**src/rtl/ppmfd_pkg.sv**
```systemverilog
// Package with the shared types, codes and constants of the PPM frame decoder.
`timescale 1ns / 1ps

package ppmfd_pkg;

  localparam int CHANNELS_DEF = 32;
  localparam int WIDTH_W      = 16;
  localparam int PCT_W        = 7;
  localparam int CNT_W        = 6;
  localparam int IDX_W        = 5;
  localparam int TOTAL_W      = 32;
  localparam int CFG_IDX_W    = 3;
  localparam int CFG_DATA_W   = 16;
  localparam int DIV_W        = WIDTH_W + PCT_W;

  localparam logic [WIDTH_W-1:0] SYNC_MIN_RST    = 16'd2500;
  localparam logic [WIDTH_W-1:0] CHAN_GAP_RST    = 16'd300;
  localparam logic [WIDTH_W-1:0] CHAN_MIN_RST    = 16'd700;
  localparam logic [WIDTH_W-1:0] CHAN_MAX_RST    = 16'd1700;
  localparam logic [CNT_W-1:0]   FRAME_COUNT_RST = 6'd7;
  localparam logic [PCT_W-1:0]   PERCENT_FULL    = 7'd100;

  typedef enum logic [1:0] {
    FUNC_PULSE   = 2'd0,
    FUNC_TIMEOUT = 2'd1,
    FUNC_READ    = 2'd2,
    FUNC_NOP     = 2'd3
  } func_e;

  typedef enum logic [CFG_IDX_W-1:0] {
    REG_SYNC_MIN    = 3'd0,
    REG_CHAN_GAP    = 3'd1,
    REG_CHAN_MIN    = 3'd2,
    REG_CHAN_MAX    = 3'd3,
    REG_FRAME_COUNT = 3'd4
  } reg_e;

  typedef struct packed {
    func_e              func;
    logic [WIDTH_W-1:0] pulse_ticks;
    logic [IDX_W-1:0]   channel_index;
  } item_t;

  typedef struct packed {
    logic               link_status;
    logic [TOTAL_W-1:0] packet_count;
    logic [WIDTH_W-1:0] channel_raw;
    logic [PCT_W-1:0]   channel_percent;
    logic               frame_done;
    logic               fault;
  } result_t;

  typedef struct packed {
    logic load;
    logic mul;
    logic step;
    logic rd;
    logic commit;
  } ctrl_cmd_t;

  typedef struct packed {
    logic is_read;
    logic needs_div;
    logic out_free;
  } dp_status_t;

endpackage

```
**src/rtl/ppmfd_if.sv**
```systemverilog
// Channel interfaces of the PPM frame decoder: input items, results and configuration writes.
`timescale 1ns / 1ps

interface ppmfd_in_if;
  import ppmfd_pkg::*;
  logic               valid;
  logic               ready;
  logic [1:0]         func;
  logic [WIDTH_W-1:0] pulse_ticks;
  logic [IDX_W-1:0]   channel_index;

  modport source (output valid, func, pulse_ticks, channel_index, input ready);
  modport sink (input valid, func, pulse_ticks, channel_index, output ready);
endinterface

interface ppmfd_out_if;
  import ppmfd_pkg::*;
  logic               valid;
  logic               ready;
  logic               link_status;
  logic [TOTAL_W-1:0] packet_count;
  logic [WIDTH_W-1:0] channel_raw;
  logic [PCT_W-1:0]   channel_percent;
  logic               frame_done;
  logic               fault;

  modport source (output valid, link_status, packet_count, channel_raw, channel_percent,
                  frame_done, fault, input ready);
  modport sink (input valid, link_status, packet_count, channel_raw, channel_percent,
                frame_done, fault, output ready);
endinterface

interface ppmfd_cfg_if;
  import ppmfd_pkg::*;
  logic                  valid;
  logic                  ready;
  logic [CFG_IDX_W-1:0]  index;
  logic [CFG_DATA_W-1:0] data;

  modport source (output valid, index, data, input ready);
  modport sink (input valid, index, data, output ready);
endinterface

```
**src/rtl/ppm_frame_decoder_unit.sv**
```systemverilog
// Top level of the PPM frame decoder: controller, datapath and channel interfaces.
// Each accepted item is decoded and then committed to the result register once the output
// is free; a channel pulse whose percent lies strictly inside the span first passes the
// 7-step divider. One item is in flight: the next is accepted only after the commit.
// Reset: asynchronous, active low; configuration returns to its defaults, the link
// reads lost, and the channel store reads zero through per-entry valid bits (no sweep).
`timescale 1ns / 1ps

module ppm_frame_decoder_unit #(
  parameter int CHANNELS = ppmfd_pkg::CHANNELS_DEF
) (
  input  logic        clk_i,
  input  logic        rst_ni,
  ppmfd_in_if.sink    in_if,
  ppmfd_out_if.source out_if,
  ppmfd_cfg_if.sink   cfg_if
);
  import ppmfd_pkg::*;

  item_t      item;
  result_t    result;
  ctrl_cmd_t  cmd;
  dp_status_t status;
  logic       in_ready;
  logic       out_valid;

  assign item.func          = func_e'(in_if.func);
  assign item.pulse_ticks   = in_if.pulse_ticks;
  assign item.channel_index = in_if.channel_index;
  assign in_if.ready        = in_ready;
  assign cfg_if.ready       = 1'b1;

  ppmfd_ctrl u_ctrl (
    .clk_i      (clk_i),
    .rst_ni     (rst_ni),
    .in_valid_i (in_if.valid),
    .in_ready_o (in_ready),
    .status_i   (status),
    .cmd_o      (cmd)
  );

  ppmfd_datapath #(
    .CHANNELS (CHANNELS)
  ) u_datapath (
    .clk_i       (clk_i),
    .rst_ni      (rst_ni),
    .item_i      (item),
    .cmd_i       (cmd),
    .status_o    (status),
    .cfg_valid_i (cfg_if.valid),
    .cfg_index_i (cfg_if.index),
    .cfg_data_i  (cfg_if.data),
    .result_o    (result),
    .out_valid_o (out_valid),
    .out_ready_i (out_if.ready)
  );

  assign out_if.valid           = out_valid;
  assign out_if.link_status     = result.link_status;
  assign out_if.packet_count    = result.packet_count;
  assign out_if.channel_raw     = result.channel_raw;
  assign out_if.channel_percent = result.channel_percent;
  assign out_if.frame_done      = result.frame_done;
  assign out_if.fault           = result.fault;

endmodule

```
**src/rtl/ppmfd_ram.sv**
```systemverilog
// Generic single-write, single-read RAM with registered read data.
`timescale 1ns / 1ps

module ppmfd_ram #(
  parameter int WIDTH = 8,
  parameter int DEPTH = 32
) (
  input  logic                     clk_i,
  input  logic                     we_i,
  input  logic [$clog2(DEPTH)-1:0] waddr_i,
  input  logic [WIDTH-1:0]         wdata_i,
  input  logic                     re_i,
  input  logic [$clog2(DEPTH)-1:0] raddr_i,
  output logic [WIDTH-1:0]         rdata_o
);

  logic [WIDTH-1:0] mem_q [DEPTH];
  logic [WIDTH-1:0] rdata_q;

  always_ff @(posedge clk_i) begin
    if (we_i) begin
      mem_q[waddr_i] <= wdata_i;
    end
    if (re_i) begin
      rdata_q <= mem_q[raddr_i];
    end
  end

  assign rdata_o = rdata_q;

endmodule

```
**src/rtl/ppmfd_ctrl.sv**
```systemverilog
// Controller state machine that sequences decode, percent division and result commit.
`timescale 1ns / 1ps

module ppmfd_ctrl (
  input  logic                  clk_i,
  input  logic                  rst_ni,
  input  logic                  in_valid_i,
  output logic                  in_ready_o,
  input  ppmfd_pkg::dp_status_t status_i,
  output ppmfd_pkg::ctrl_cmd_t  cmd_o
);
  import ppmfd_pkg::*;

  localparam int STEP_W = $clog2(PCT_W);

  typedef enum logic [1:0] {
    S_IDLE,
    S_DECODE,
    S_DIV,
    S_COMMIT
  } state_e;

  state_e            state_q;
  logic [STEP_W-1:0] step_q;
  logic              in_ready_q;

  always_comb begin
    cmd_o = '0;
    case (state_q)
      S_IDLE: begin
        cmd_o.load = in_valid_i && in_ready_q;
      end
      S_DECODE: begin
        cmd_o.rd  = status_i.is_read;
        cmd_o.mul = status_i.needs_div;
      end
      S_DIV: begin
        cmd_o.step = 1'b1;
      end
      S_COMMIT: begin
        cmd_o.commit = status_i.out_free;
      end
      default: begin
        cmd_o = '0;
      end
    endcase
  end

  always_ff @(posedge clk_i or negedge rst_ni) begin
    if (!rst_ni) begin
      state_q    <= S_IDLE;
      step_q     <= '0;
      in_ready_q <= 1'b1;
    end else begin
      case (state_q)
        S_IDLE: begin
          if (in_valid_i && in_ready_q) begin
            state_q    <= S_DECODE;
            in_ready_q <= 1'b0;
          end
        end
        S_DECODE: begin
          if (status_i.needs_div) begin
            state_q <= S_DIV;
            step_q  <= STEP_W'(PCT_W - 1);
          end else begin
            state_q <= S_COMMIT;
          end
        end
        S_DIV: begin
          if (step_q == '0) begin
            state_q <= S_COMMIT;
          end else begin
            step_q <= step_q - 1'b1;
          end
        end
        S_COMMIT: begin
          if (status_i.out_free) begin
            state_q    <= S_IDLE;
            in_ready_q <= 1'b1;
          end
        end
        default: begin
          state_q    <= S_IDLE;
          in_ready_q <= 1'b1;
        end
      endcase
    end
  end

  assign in_ready_o = in_ready_q;

  a_ready_only_idle: assert property (@(posedge clk_i) disable iff (!rst_ni)
    in_ready_q |-> state_q == S_IDLE)
    else $error("input ready outside the idle state");

  a_div_from_decode: assert property (@(posedge clk_i) disable iff (!rst_ni)
    $rose(state_q == S_DIV) |-> $past(state_q) == S_DECODE && $past(status_i.needs_div))
    else $error("division entered without a request");

  a_commit_once: assert property (@(posedge clk_i) disable iff (!rst_ni)
    cmd_o.commit |=> !cmd_o.commit)
    else $error("two commits in a row");

endmodule

```
**src/rtl/ppmfd_datapath.sv**
```systemverilog
// Datapath: configuration, frame state, channel store, percent divider and result register.
`timescale 1ns / 1ps

module ppmfd_datapath #(
  parameter int CHANNELS = ppmfd_pkg::CHANNELS_DEF
) (
  input  logic                                 clk_i,
  input  logic                                 rst_ni,
  input  ppmfd_pkg::item_t                     item_i,
  input  ppmfd_pkg::ctrl_cmd_t                 cmd_i,
  output ppmfd_pkg::dp_status_t                status_o,
  input  logic                                 cfg_valid_i,
  input  logic [ppmfd_pkg::CFG_IDX_W-1:0]      cfg_index_i,
  input  logic [ppmfd_pkg::CFG_DATA_W-1:0]     cfg_data_i,
  output ppmfd_pkg::result_t                   result_o,
  output logic                                 out_valid_o,
  input  logic                                 out_ready_i
);
  import ppmfd_pkg::*;

  localparam int AW    = $clog2(CHANNELS);
  localparam int RAM_W = WIDTH_W + PCT_W;
  localparam logic [CNT_W-1:0] CHAN_N = CNT_W'(CHANNELS);

  logic [WIDTH_W-1:0] sync_q, gap_q, lo_q, hi_q;
  logic [CNT_W-1:0]   fcc_q;

  item_t              item_q;
  logic               in_frame_q, in_frame_d;
  logic [CNT_W-1:0]   cnt_q, cnt_d;
  logic               lost_q, lost_d;
  logic [TOTAL_W-1:0] total_q, total_d;
  logic [CHANNELS-1:0] valid_q;

  logic [DIV_W-1:0]   rem_q, den_q;
  logic [PCT_W-1:0]   quo_q;

  result_t            out_q, out_d;
  logic               out_valid_q;

  logic [WIDTH_W-1:0] width, raw, diff, span;
  logic               span_pos, store_case, frame_end, idx_ok, rd_hit, out_free;
  logic [PCT_W-1:0]   pct;
  logic [CNT_W-1:0]   eff_n, cnt_inc;
  logic [AW-1:0]      rd_idx, slot;
  logic [RAM_W-1:0]   ram_rdata;

  assign width    = item_q.pulse_ticks;
  assign raw      = (width > gap_q) ? width - gap_q : '0;
  assign span_pos = hi_q > lo_q;
  assign diff     = raw - lo_q;
  assign span     = hi_q - lo_q;

  always_comb begin
    if (!span_pos || raw <= lo_q) begin
      pct = '0;
    end else if (raw >= hi_q) begin
      pct = PERCENT_FULL;
    end else begin
      pct = quo_q;
    end
  end

  always_comb begin
    if (fcc_q == '0) begin
      eff_n = CNT_W'(1);
    end else if (fcc_q > CHAN_N) begin
      eff_n = CHAN_N;
    end else begin
      eff_n = fcc_q;
    end
  end

  assign store_case = (item_q.func == FUNC_PULSE) && in_frame_q && (width < sync_q);
  assign cnt_inc    = cnt_q + 1'b1;
  assign frame_end  = store_case && (cnt_inc >= eff_n);
  assign slot       = cnt_q[AW-1:0];
  assign rd_idx     = item_q.channel_index[AW-1:0];
  assign idx_ok     = {1'b0, item_q.channel_index} < CHAN_N;
  assign rd_hit     = idx_ok && valid_q[rd_idx];
  assign out_free   = !out_valid_q || out_ready_i;

  assign status_o.is_read   = item_q.func == FUNC_READ;
  assign status_o.needs_div = store_case && span_pos && (raw > lo_q) && (raw < hi_q);
  assign status_o.out_free  = out_free;

  ppmfd_ram #(
    .WIDTH (RAM_W),
    .DEPTH (CHANNELS)
  ) u_store (
    .clk_i   (clk_i),
    .we_i    (cmd_i.commit && store_case),
    .waddr_i (slot),
    .wdata_i ({raw, pct}),
    .re_i    (cmd_i.rd),
    .raddr_i (rd_idx),
    .rdata_o (ram_rdata)
  );

  always_comb begin
    in_frame_d = in_frame_q;
    cnt_d      = cnt_q;
    lost_d     = lost_q;
    total_d    = total_q;
    out_d      = '0;
    case (item_q.func)
      FUNC_PULSE: begin
        if (!in_frame_q) begin
          if (width > sync_q) begin
            in_frame_d = 1'b1;
            cnt_d      = '0;
          end
        end else if (store_case) begin
          cnt_d = cnt_inc;
          if (frame_end) begin
            lost_d           = 1'b0;
            in_frame_d       = 1'b0;
            total_d          = total_q + 1'b1;
            out_d.frame_done = 1'b1;
          end
        end else begin
          lost_d      = 1'b1;
          in_frame_d  = 1'b0;
          out_d.fault = 1'b1;
        end
      end
      FUNC_TIMEOUT: begin
        in_frame_d  = 1'b0;
        lost_d      = 1'b1;
        out_d.fault = 1'b1;
      end
      FUNC_READ: begin
        if (rd_hit) begin
          out_d.channel_raw     = ram_rdata[RAM_W-1:PCT_W];
          out_d.channel_percent = ram_rdata[PCT_W-1:0];
        end
      end
      default: begin
      end
    endcase
    out_d.link_status  = lost_d;
    out_d.packet_count = total_d;
  end

  always_ff @(posedge clk_i or negedge rst_ni) begin
    if (!rst_ni) begin
      sync_q      <= SYNC_MIN_RST;
      gap_q       <= CHAN_GAP_RST;
      lo_q        <= CHAN_MIN_RST;
      hi_q        <= CHAN_MAX_RST;
      fcc_q       <= FRAME_COUNT_RST;
      in_frame_q  <= 1'b0;
      cnt_q       <= '0;
      lost_q      <= 1'b1;
      total_q     <= '0;
      valid_q     <= '0;
      out_valid_q <= 1'b0;
    end else begin
      if (cfg_valid_i) begin
        case (reg_e'(cfg_index_i))
          REG_SYNC_MIN:    sync_q <= cfg_data_i;
          REG_CHAN_GAP:    gap_q  <= cfg_data_i;
          REG_CHAN_MIN:    lo_q   <= cfg_data_i;
          REG_CHAN_MAX:    hi_q   <= cfg_data_i;
          REG_FRAME_COUNT: fcc_q  <= cfg_data_i[CNT_W-1:0];
          default: begin
          end
        endcase
      end
      if (cmd_i.commit) begin
        in_frame_q  <= in_frame_d;
        cnt_q       <= cnt_d;
        lost_q      <= lost_d;
        total_q     <= total_d;
        out_valid_q <= 1'b1;
        if (store_case) begin
          valid_q[slot] <= 1'b1;
        end
      end else if (out_ready_i) begin
        out_valid_q <= 1'b0;
      end
    end
  end

  always_ff @(posedge clk_i) begin
    if (cmd_i.load) begin
      item_q <= item_i;
    end
    if (cmd_i.commit) begin
      out_q <= out_d;
    end
    if (cmd_i.mul) begin
      rem_q <= {{PCT_W{1'b0}}, diff} * {{WIDTH_W{1'b0}}, PERCENT_FULL};
      den_q <= {1'b0, span, {(PCT_W - 1){1'b0}}};
      quo_q <= '0;
    end else if (cmd_i.step) begin
      if (rem_q >= den_q) begin
        rem_q <= rem_q - den_q;
        quo_q <= {quo_q[PCT_W-2:0], 1'b1};
      end else begin
        quo_q <= {quo_q[PCT_W-2:0], 1'b0};
      end
      den_q <= den_q >> 1;
    end
  end

  assign result_o    = out_q;
  assign out_valid_o = out_valid_q;

  a_commit_slot_free: assert property (@(posedge clk_i) disable iff (!rst_ni)
    cmd_i.commit |-> out_free)
    else $error("result committed over a waiting result");

  a_percent_range: assert property (@(posedge clk_i) disable iff (!rst_ni)
    out_valid_q |-> out_q.channel_percent <= PERCENT_FULL)
    else $error("percent above full scale");

  a_fault_lost: assert property (@(posedge clk_i) disable iff (!rst_ni)
    out_valid_q && out_q.fault |-> out_q.link_status && !out_q.frame_done)
    else $error("fault beat without lost status");

  a_done_count: assert property (@(posedge clk_i) disable iff (!rst_ni)
    cmd_i.commit && frame_end |=> total_q == $past(total_q) + 1'b1 && !lost_q)
    else $error("completed frame not counted");

endmodule

```
**src/flat_wrapper.sv**
```systemverilog
// flat-port wrapper written by rule: the top's interface ports become plain ports
module ppm_frame_decoder_unit_flat import ppmfd_pkg::*;
#(
  parameter int CHANNELS = ppmfd_pkg::CHANNELS_DEF
)
  (clk_i, rst_ni, in_if_valid, in_if_func, in_if_pulse_ticks, in_if_channel_index, in_if_ready, out_if_valid, out_if_link_status, out_if_packet_count, out_if_channel_raw, out_if_channel_percent, out_if_frame_done, out_if_fault, out_if_ready, cfg_if_valid, cfg_if_index, cfg_if_data, cfg_if_ready);
  ppmfd_in_if in_if_i ();
  ppmfd_out_if out_if_i ();
  ppmfd_cfg_if cfg_if_i ();
  input  logic clk_i;
  input  logic rst_ni;
  input wire logic [$bits(in_if_i.valid)-1:0] in_if_valid;
  input wire logic [$bits(in_if_i.func)-1:0] in_if_func;
  input wire logic [$bits(in_if_i.pulse_ticks)-1:0] in_if_pulse_ticks;
  input wire logic [$bits(in_if_i.channel_index)-1:0] in_if_channel_index;
  output wire logic [$bits(in_if_i.ready)-1:0] in_if_ready;
  output wire logic [$bits(out_if_i.valid)-1:0] out_if_valid;
  output wire logic [$bits(out_if_i.link_status)-1:0] out_if_link_status;
  output wire logic [$bits(out_if_i.packet_count)-1:0] out_if_packet_count;
  output wire logic [$bits(out_if_i.channel_raw)-1:0] out_if_channel_raw;
  output wire logic [$bits(out_if_i.channel_percent)-1:0] out_if_channel_percent;
  output wire logic [$bits(out_if_i.frame_done)-1:0] out_if_frame_done;
  output wire logic [$bits(out_if_i.fault)-1:0] out_if_fault;
  input wire logic [$bits(out_if_i.ready)-1:0] out_if_ready;
  input wire logic [$bits(cfg_if_i.valid)-1:0] cfg_if_valid;
  input wire logic [$bits(cfg_if_i.index)-1:0] cfg_if_index;
  input wire logic [$bits(cfg_if_i.data)-1:0] cfg_if_data;
  output wire logic [$bits(cfg_if_i.ready)-1:0] cfg_if_ready;
  assign in_if_i.valid = in_if_valid;
  assign in_if_i.func = in_if_func;
  assign in_if_i.pulse_ticks = in_if_pulse_ticks;
  assign in_if_i.channel_index = in_if_channel_index;
  assign in_if_ready = in_if_i.ready;
  assign out_if_valid = out_if_i.valid;
  assign out_if_link_status = out_if_i.link_status;
  assign out_if_packet_count = out_if_i.packet_count;
  assign out_if_channel_raw = out_if_i.channel_raw;
  assign out_if_channel_percent = out_if_i.channel_percent;
  assign out_if_frame_done = out_if_i.frame_done;
  assign out_if_fault = out_if_i.fault;
  assign out_if_i.ready = out_if_ready;
  assign cfg_if_i.valid = cfg_if_valid;
  assign cfg_if_i.index = cfg_if_index;
  assign cfg_if_i.data = cfg_if_data;
  assign cfg_if_ready = cfg_if_i.ready;
  ppm_frame_decoder_unit #(.CHANNELS(CHANNELS)) u_core (.clk_i(clk_i), .rst_ni(rst_ni), .in_if(in_if_i), .out_if(out_if_i), .cfg_if(cfg_if_i));
endmodule
```
**config.mk**
```make
export PLATFORM = sky130hd
export DESIGN_NAME = ppm_frame_decoder_unit_flat
export DESIGN_NICKNAME = d
export VERILOG_FILES = /design/src/rtl/ppmfd_pkg.sv /design/src/rtl/ppmfd_if.sv /design/src/rtl/ppm_frame_decoder_unit.sv /design/src/rtl/ppmfd_ram.sv /design/src/rtl/ppmfd_ctrl.sv /design/src/rtl/ppmfd_datapath.sv /design/src/flat_wrapper.sv
export SDC_FILE = /design/constraint.sdc
export NUM_CORES = 1
export LEC_CHECK = 0
export BUFFER_PORTS_ARGS = -buffer_cell sky130_fd_sc_hd__buf_4
export CAP_MARGIN = 25
export CORE_MARGIN = 2
export CORE_UTILIZATION = 24
export DETAILED_ROUTE_END_ITERATION = 7
export GPL_TIMING_DRIVEN = 0
export HOLD_SLACK_MARGIN = 0.15
export PLACE_DENSITY = 0.38
export SETUP_SLACK_MARGIN = 0.3
export SLEW_MARGIN = 40
export SYNTH_ARGS = -nofsm -noshare
export SYNTH_HDL_FRONTEND = slang
export SYNTH_SLANG_ARGS = --single-unit
```
**constraint.sdc**
```tcl
create_clock -name clk_i -period 16.1 [get_ports clk_i]
set_input_delay 1.61 -clock clk_i [delete_from_list [all_inputs] [get_ports clk_i]]
set_output_delay 1.61 -clock clk_i [all_outputs]
set_load 0.1 [all_outputs]
```
Word level (Yosys, flattened, before mapping) --
Memories as Yosys holds them, arrays and structs flattened. A register that Yosys moved wholly into a read port is not among the register bits. Cells that the tools add are included.
Storage, ports and cells: register bits 282, memories kept 1, output and inout port bits 61, input bits 47, logic and storage cells 162, RAM bits 736
Memory list:
- u_core.u_datapath.u_store.mem_q | words 32, width 23, read ports 1, clocked after memory_dff 1, wr ports 1, RTL line ppmfd_ram.sv:17 | logic [WIDTH-1:0] mem_q [DEPTH];
Operators by class: add/sub/neg operators 7, equality and inequality tests 15, multipliers 1, reductions and logical operators 40, magnitude comparators 14, muxes and demuxes 55, bitwise logic cells 1
Operators with widths (count):
- 32-bit 2-to-1 mux | 4
- 23-bit 2-to-1 mux | 3
- 16-bit greater-than comparator | 4
- 16-bit subtractor | 3
- 22-bit 2-to-1 mux | 2
- 32-bit by 1-bit adder with 32-bit output (second input constant) | 1
- 16-bit < comparator | 2
- 32-bit bitwise OR | 1
- 6-bit 2-to-1 mux | 5
- 1-bit 2-to-1 mux | 25
- 23-bit by 22-bit greater-or-equal comparator with 1-bit output | 1
- 23-bit by 22-bit subtractor with 23-bit output | 1
- 16-bit by 5-bit multiplier with 21-bit output (second input constant) | 1
- 2-bit AND reduction | 10
- 16-bit greater-or-equal comparator | 1
- 16-bit less-or-equal comparator | 1
- 16-bit 2-to-1 mux | 1
- 7-bit 2-to-1 mux | 2
- 2-bit nonzero test | 7
- 5-bit by 6-bit < comparator with 1-bit output (second input constant) | 2
- 3-bit AND reduction | 4
- 2-bit != test (second input constant) | 5
- 1-bit logical AND | 9
- 1-bit case mux with 2 select lines | 4
- 23 further kinds | 34

Logic depth before layout (Yosys ltp) --
word-level depth 9, depth in mapped cells 36

Modules after synthesis --
From an unflattened synthesis, not the netlist that was laid out.
Second synthesis, totals: cell total of the unflattened synthesis 3397, area total of the unflattened synthesis 47500.6 um^2
Modules (own cells, without submodules):
- ppmfd_ram | sequential area each 22791.9 um^2, cells each 1619, times used 1, area each 29473.3 um^2
- ppmfd_datapath | sequential area each 7452.1 um^2, cells each 1730, times used 1, area each 17576.9 um^2
- ppmfd_ctrl | sequential area each 151.4 um^2, cells each 46, times used 1, area each 439.2 um^2
- ppm_frame_decoder_unit | sequential area each 0.0 um^2, cells each 2, times used 1, area each 11.3 um^2

Worst setup path after synthesis --
OpenSTA, ideal clock, no wires.
kind reg-to-reg, start point reg u_core.u_datapath.gap_q[2], end point reg u_core.u_datapath.rem_q[22], data pin, path buffers 0, slack 8226 ps, arrival 7602 ps, cell stages (with the launch flop) 29, path through dfstp_2 > inv_1 > ha_1 > a21o_1 > a21o_1 > a211oi_1 > nor2_1 > o21ai_0 > o21ai_0 > o211ai_1 > nor3b_1 > ha_1 > and3_1 > a31o_2 > o41ai_1 > xnor2_1 > ha_1 > ha_1 > inv_1 > fa_1 > inv_1 > ha_1 > or2_2 > a21oi_1 > o31ai_1 > a21o_1 > a21oi_1 > xor2_1 > o22ai_1
Between the ends: word-level cells in the longest chain between the ends 7, elaborated cells between the ends (all ways) 11, classes of those cells 2 x add/sub; 1 x mul; 3 x order compare; 3 x mux; 2 x reduce/logical
RTL lines:
- start, declared | RTL line ppmfd_datapath.sv:25 | logic [WIDTH_W-1:0] sync_q, gap_q, lo_q, hi_q;
- start signal, assigned | RTL line ppmfd_datapath.sv:162 | REG_CHAN_GAP: gap_q <= cfg_data_i;
- 16-bit subtractor / 16-bit greater-than comparator (equally long branches) | RTL line ppmfd_datapath.sv:49 | assign raw = (width > gap_q) ? width - gap_q : '0;
- 16-bit 2-to-1 mux * | RTL line ppmfd_datapath.sv:49
- net u_core.u_datapath.raw[6] | RTL line ppmfd_datapath.sv:41 | logic [WIDTH_W-1:0] width, raw, diff, span;
- parallel branches: the longest is 4 deep, another holds 16-bit by 5-bit multiplier with 21-bit output
- 23-bit 2-to-1 mux * | RTL line ppmfd_datapath.sv:192 | if (cmd_i.mul) begin
- end signal, assigned | RTL line ppmfd_datapath.sv:193 | rem_q <= {{PCT_W{1'b0}}, diff} * {{WIDTH_W{1'b0}}, PERCENT_FULL};
- end signal, assigned | RTL line ppmfd_datapath.sv:198 | rem_q <= rem_q - den_q;
- end, declared | RTL line ppmfd_datapath.sv:35 | logic [DIV_W-1:0] rem_q, den_q;
Mark *: on every way through the listed nets, which the timed path passes. A chain may end at the register's enable or synchronous reset.

Final worst setup path --
start point reg u_core.u_datapath.item_q (netlist bit u_core.u_datapath.width[0]), end point reg u_core.u_datapath.rem_q[22], data pin
Between the ends: word-level cells in the longest chain between the ends 7, elaborated cells between the ends (all ways) 14, classes of those cells 2 x add/sub; 1 x mul; 4 x order compare; 3 x mux; 4 x reduce/logical
RTL lines:
- start, declared | RTL line ppmfd_datapath.sv:28 | item_t item_q;
- start signal, assigned | RTL line ppmfd_datapath.sv:187 | item_q <= item_i;
- 16-bit subtractor / 16-bit greater-than comparator (equally long branches) | RTL line ppmfd_datapath.sv:49
- 16-bit 2-to-1 mux * | RTL line ppmfd_datapath.sv:49
- net u_core.u_datapath.raw[8] | RTL line ppmfd_datapath.sv:41
- parallel branches: the longest is 4 deep, another holds 16-bit by 5-bit multiplier with 21-bit output
- 23-bit 2-to-1 mux * | RTL line ppmfd_datapath.sv:192
Marked as above.

==> run_results.csv <==
group,metric,value,unit
timing,tightest_slew,0.872,ns
detailed_routing,drt_wl_total,134000,µm
floorplanning,io_pins,108,
global_route,grt.total_usage,13.8,%
timing,finalHoldViolCount,0,
placed_design,pre_cts_ws,6.60,ns
clock_network,h-tree-depth,3,
pwr,ir_drop,0.000274,V
logic_synthesis,ys.flop_type,"edfxtp_1",
worst_setup_path,endpoint_kind,"flip-flop",
clock_network,root_buffer,"clkbuf_16",
global_route,grt_pass1_vias,26132,
floorplanning,initial_core_util,24.2,%
clock_network,clock_latency,0.77,ns
global_route,overflow,0,
floorplanning,die_w,442,µm
layout,fillCellCount,18948,
global_route,grt_pass1_wl,193000,µm
logic_synthesis,yosysTopAreaCell,"edfxtp_1",
timing,finalSetupViolCount,0,
timing,max_freq,106,MHz
pwr,powerDensity,156,nW/µm²
detailed_routing,drt_iter0_markers,1834,
timing,setup_tns,0,ns
placed_design,port_buffers,106,
global_route,grt_max_degree,63,
clock_network,cts_tree,"done",
logic_synthesis,syn-num-nets,3055,
timing,period_share,58.7,%
logic_synthesis,netlist_area,45900,µm²
clock_network,cts_resized,0,
logic_synthesis,netlist-cell-type-count,70,
logic_synthesis,netlist_top_cells_count,"edfxtp_1, mux4_2, inv_1",
timing,worst_slack,6.65,ns
worst_setup_path,critPathSlowestCell,"o41ai_1",
logic_synthesis,post-synth-top-count-cell,"edfxtp_1",
timing,slew_headroom,41.7,%
clock_network,clkSinkCount,1041,
detailed_routing,postRouteAntennaNets,0,
placed_design,gp_congestion,0.751,
timing,min_period,9.45,ns
logic_synthesis,syn_area_per_cell,16.3,µm²
logic_synthesis,yosysWarnings,0,
clock_network,numCtsBuffers,118,
worst_setup_path,crit_required,16.54,ns
placed_design,dp.final_hpwl,97800,µm
logic_synthesis,ys_seq_area_share,66.2,%
global_route,antenna_found_initial,6,
floorplanning,die_h,442,µm
logic_synthesis,netlist_top_cells_area,"edfxtp_1, mux4_2, dfrtp_1, ha_1, xnor2_1",
logic_synthesis,yosys.area.top_type_share,57.3,%
flow_run,maxCapViolations,0,
detailed_routing,drc_errors,0,
detailed_routing,viasPerCell,4.41,
clock_network,ctsLongestPathBuffers,3,
timing,drv_slew,0,
floorplanning,dieArea,195000,µm²
run_status,outcome,"finished, final reports clean",
worst_setup_path,crit_type,"reg -> reg",
worst_setup_path,crit_fanout,18,
logic_synthesis,async_flop_share,14.3,%
floorplanning,design.core.area,190000,µm²
logic_synthesis,synthCells,2822,
logic_synthesis,synth_edf_count,877,
timing,rsz0062_at_grt,"false",
clock_network,path_clk_slew,0.06,ns
floorplanning,rows,160,
worst_setup_path,cp_common_cell,"ha_1",
pwr,leakagePower,20.7,nW
clock_network,postCtsSetupRepairBufs,0,
layout,drive_above_1_share,26.0,%
layout,post-route-util,29.6,%
detailed_routing,wl_per_cell,23.3,µm
detailed_routing,dr.pass1.iters,5,
layout,final_net_count,3382,
layout,areaGrowthSynthToFinish,22.3,%
detailed_routing,dr_total_vias,25421,
worst_setup_path,cp.arrival,9.88,ns
logic_synthesis,synth-seq-cells,1041,
timing,finalClockSkew,0.0756,ns
worst_setup_path,critical-path-max-stage-delay,0.63,ns
worst_setup_path,crit_path_start_kind,"flip-flop",
clock_network,cts_hold_buf,0,
min_path,hold_path_class,"reg -> reg",
## flip-flops by register name, summed over array words and instances (netlist names), 16 cells and up
register / flops
u_core.u_datapath.width: 16
u_core.u_datapath.hi_q: 16
u_core.u_datapath.rem_q: 23
u_core.u_datapath.den_q: 22
u_core.u_datapath.valid_q: 32
u_core.u_datapath.total_q: 32
u_core.u_datapath.gap_q: 16
u_core.u_datapath.lo_q: 16
u_core.u_datapath.sync_q: 16
u_core.u_datapath.u_store.rdata_o: 23
u_core.u_datapath.result_o: 58
u_core.u_datapath.u_store.mem_q: 736
## worst paths after layout
check / start / end / slack [ns] / cells past startpoint
worst max-delay path: u_core.u_datapath.width[0] / u_core.u_datapath.rem_q[22] / 6.65 / 35
worst min-delay path: u_core.u_datapath.rem_q[0] / u_core.u_datapath.rem_q[0] / 0.46 / 2
worst max register to register: u_core.u_datapath.width[0] / u_core.u_datapath.rem_q[22] / 6.65 / 35
worst min register to register: u_core.u_datapath.rem_q[0] / u_core.u_datapath.rem_q[0] / 0.46 / 2
max in group asynchronous: rst_ni / u_core.u_datapath.gap_q[5] / 14.54 / 2
min in group asynchronous: rst_ni / u_core.u_datapath.lo_q[13] / 0.79 / 1
## worst max-delay path: cells and delay by family (launching register included)
kind | cells | cell delay [ns]
buffers and inverters | 9 | 1.69
DFF | 1 | 0.43
and+or+nand+nor | 4 | 0.91
adders and majority gates | 7 | 2.38
xor gates and xnor gates | 2 | 0.42
AOI/OAI and AO/OA | 13 | 3.30
## power breakdown
part	internal [mW]	switching, mW
Sequential	3.06	0.0195
Clock	1.61	1.14
Combinational	1.24	1.71
## per-stage QoR
stage	cell area (µm²)	hold slack (ns)	instances	total power, mW
after floorplan	45900	0.434	2822	5.29
after detailed placement	52200	0.449	5540	6.10
after global routing	56200	0.473	5765	9.37
after global placement	49900	0.446	5439	6.05
after CTS	56200	0.463	5764	8.92
final	56200	0.461	5767	8.78
## layer usage
metal	global-route usage, %	wire length [µm]	vias up
met2	22.1	62800	444
met5	0	0	-
li1	-	-	11533
met3	1.95	4380	183
met4	4.28	4160	0
met1	19.3	63000	13261
## logic make-up after synthesis
logic type | share of synthesized area [%]
compound gates | 4.32
flops | 66.2
xor+xnor | 2.78
fa+ha+maj | 5.31
mux | 13.3
simple gates | 5.81
buf+inv | 2.29
other cells | 0.00816
## placed cells by master, fill, tap and decap left out, types with 35 or more instances in the layout
| cell | netlist | final |
|---|---|---|
| mux2_2 | 51 | 51 |
| o21ai_0 | 112 | 110 |
| a21o_1 | 35 | 35 |
| edfxtp_1 | 877 | 877 |
| buf_4 | 1 | 115 |
| nor2_1 | 141 | 93 |
| inv_1 | 173 | 173 |
| nor2_4 | 0 | 48 |
| a21oi_1 | 71 | 71 |
| clkbuf_1 | 66 | 79 |
| buf_8 | 0 | 49 |
| mux4_2 | 240 | 240 |
| dfrtp_1 | 124 | 124 |
| buf_16 | 0 | 38 |
| nand2_1 | 151 | 149 |
| clkbuf_16 | 0 | 119 |
| or2_2 | 38 | 38 |
| ha_1 | 171 | 171 |
| xnor2_1 | 76 | 76 |
| xor2_1 | 70 | 70 |
| nand3_1 | 57 | 57 |
## final cells by class
| class | instances | area, µm² | share of cell area, % |
|---|---|---|---|
| Inverter | 174 | 658 | 1.17 |
| Clock buffer | 161 | 3230 | 5.74 |
| Clock inverter | 63 | 737 | 1.31 |
| Tap cell | 2511 | 3140 | 5.59 |
| Antenna cell | 3 | 7.51 | 0.0134 |
| Buffer | 99 | 435 | 0.775 |
| Timing Repair Buffer | 207 | 2670 | 4.76 |
| Sequential cell | 1041 | 30400 | 54.1 |
| Multi-Input combinational cell | 1508 | 14900 | 26.6 |
(Power assumes the default switching activity.)
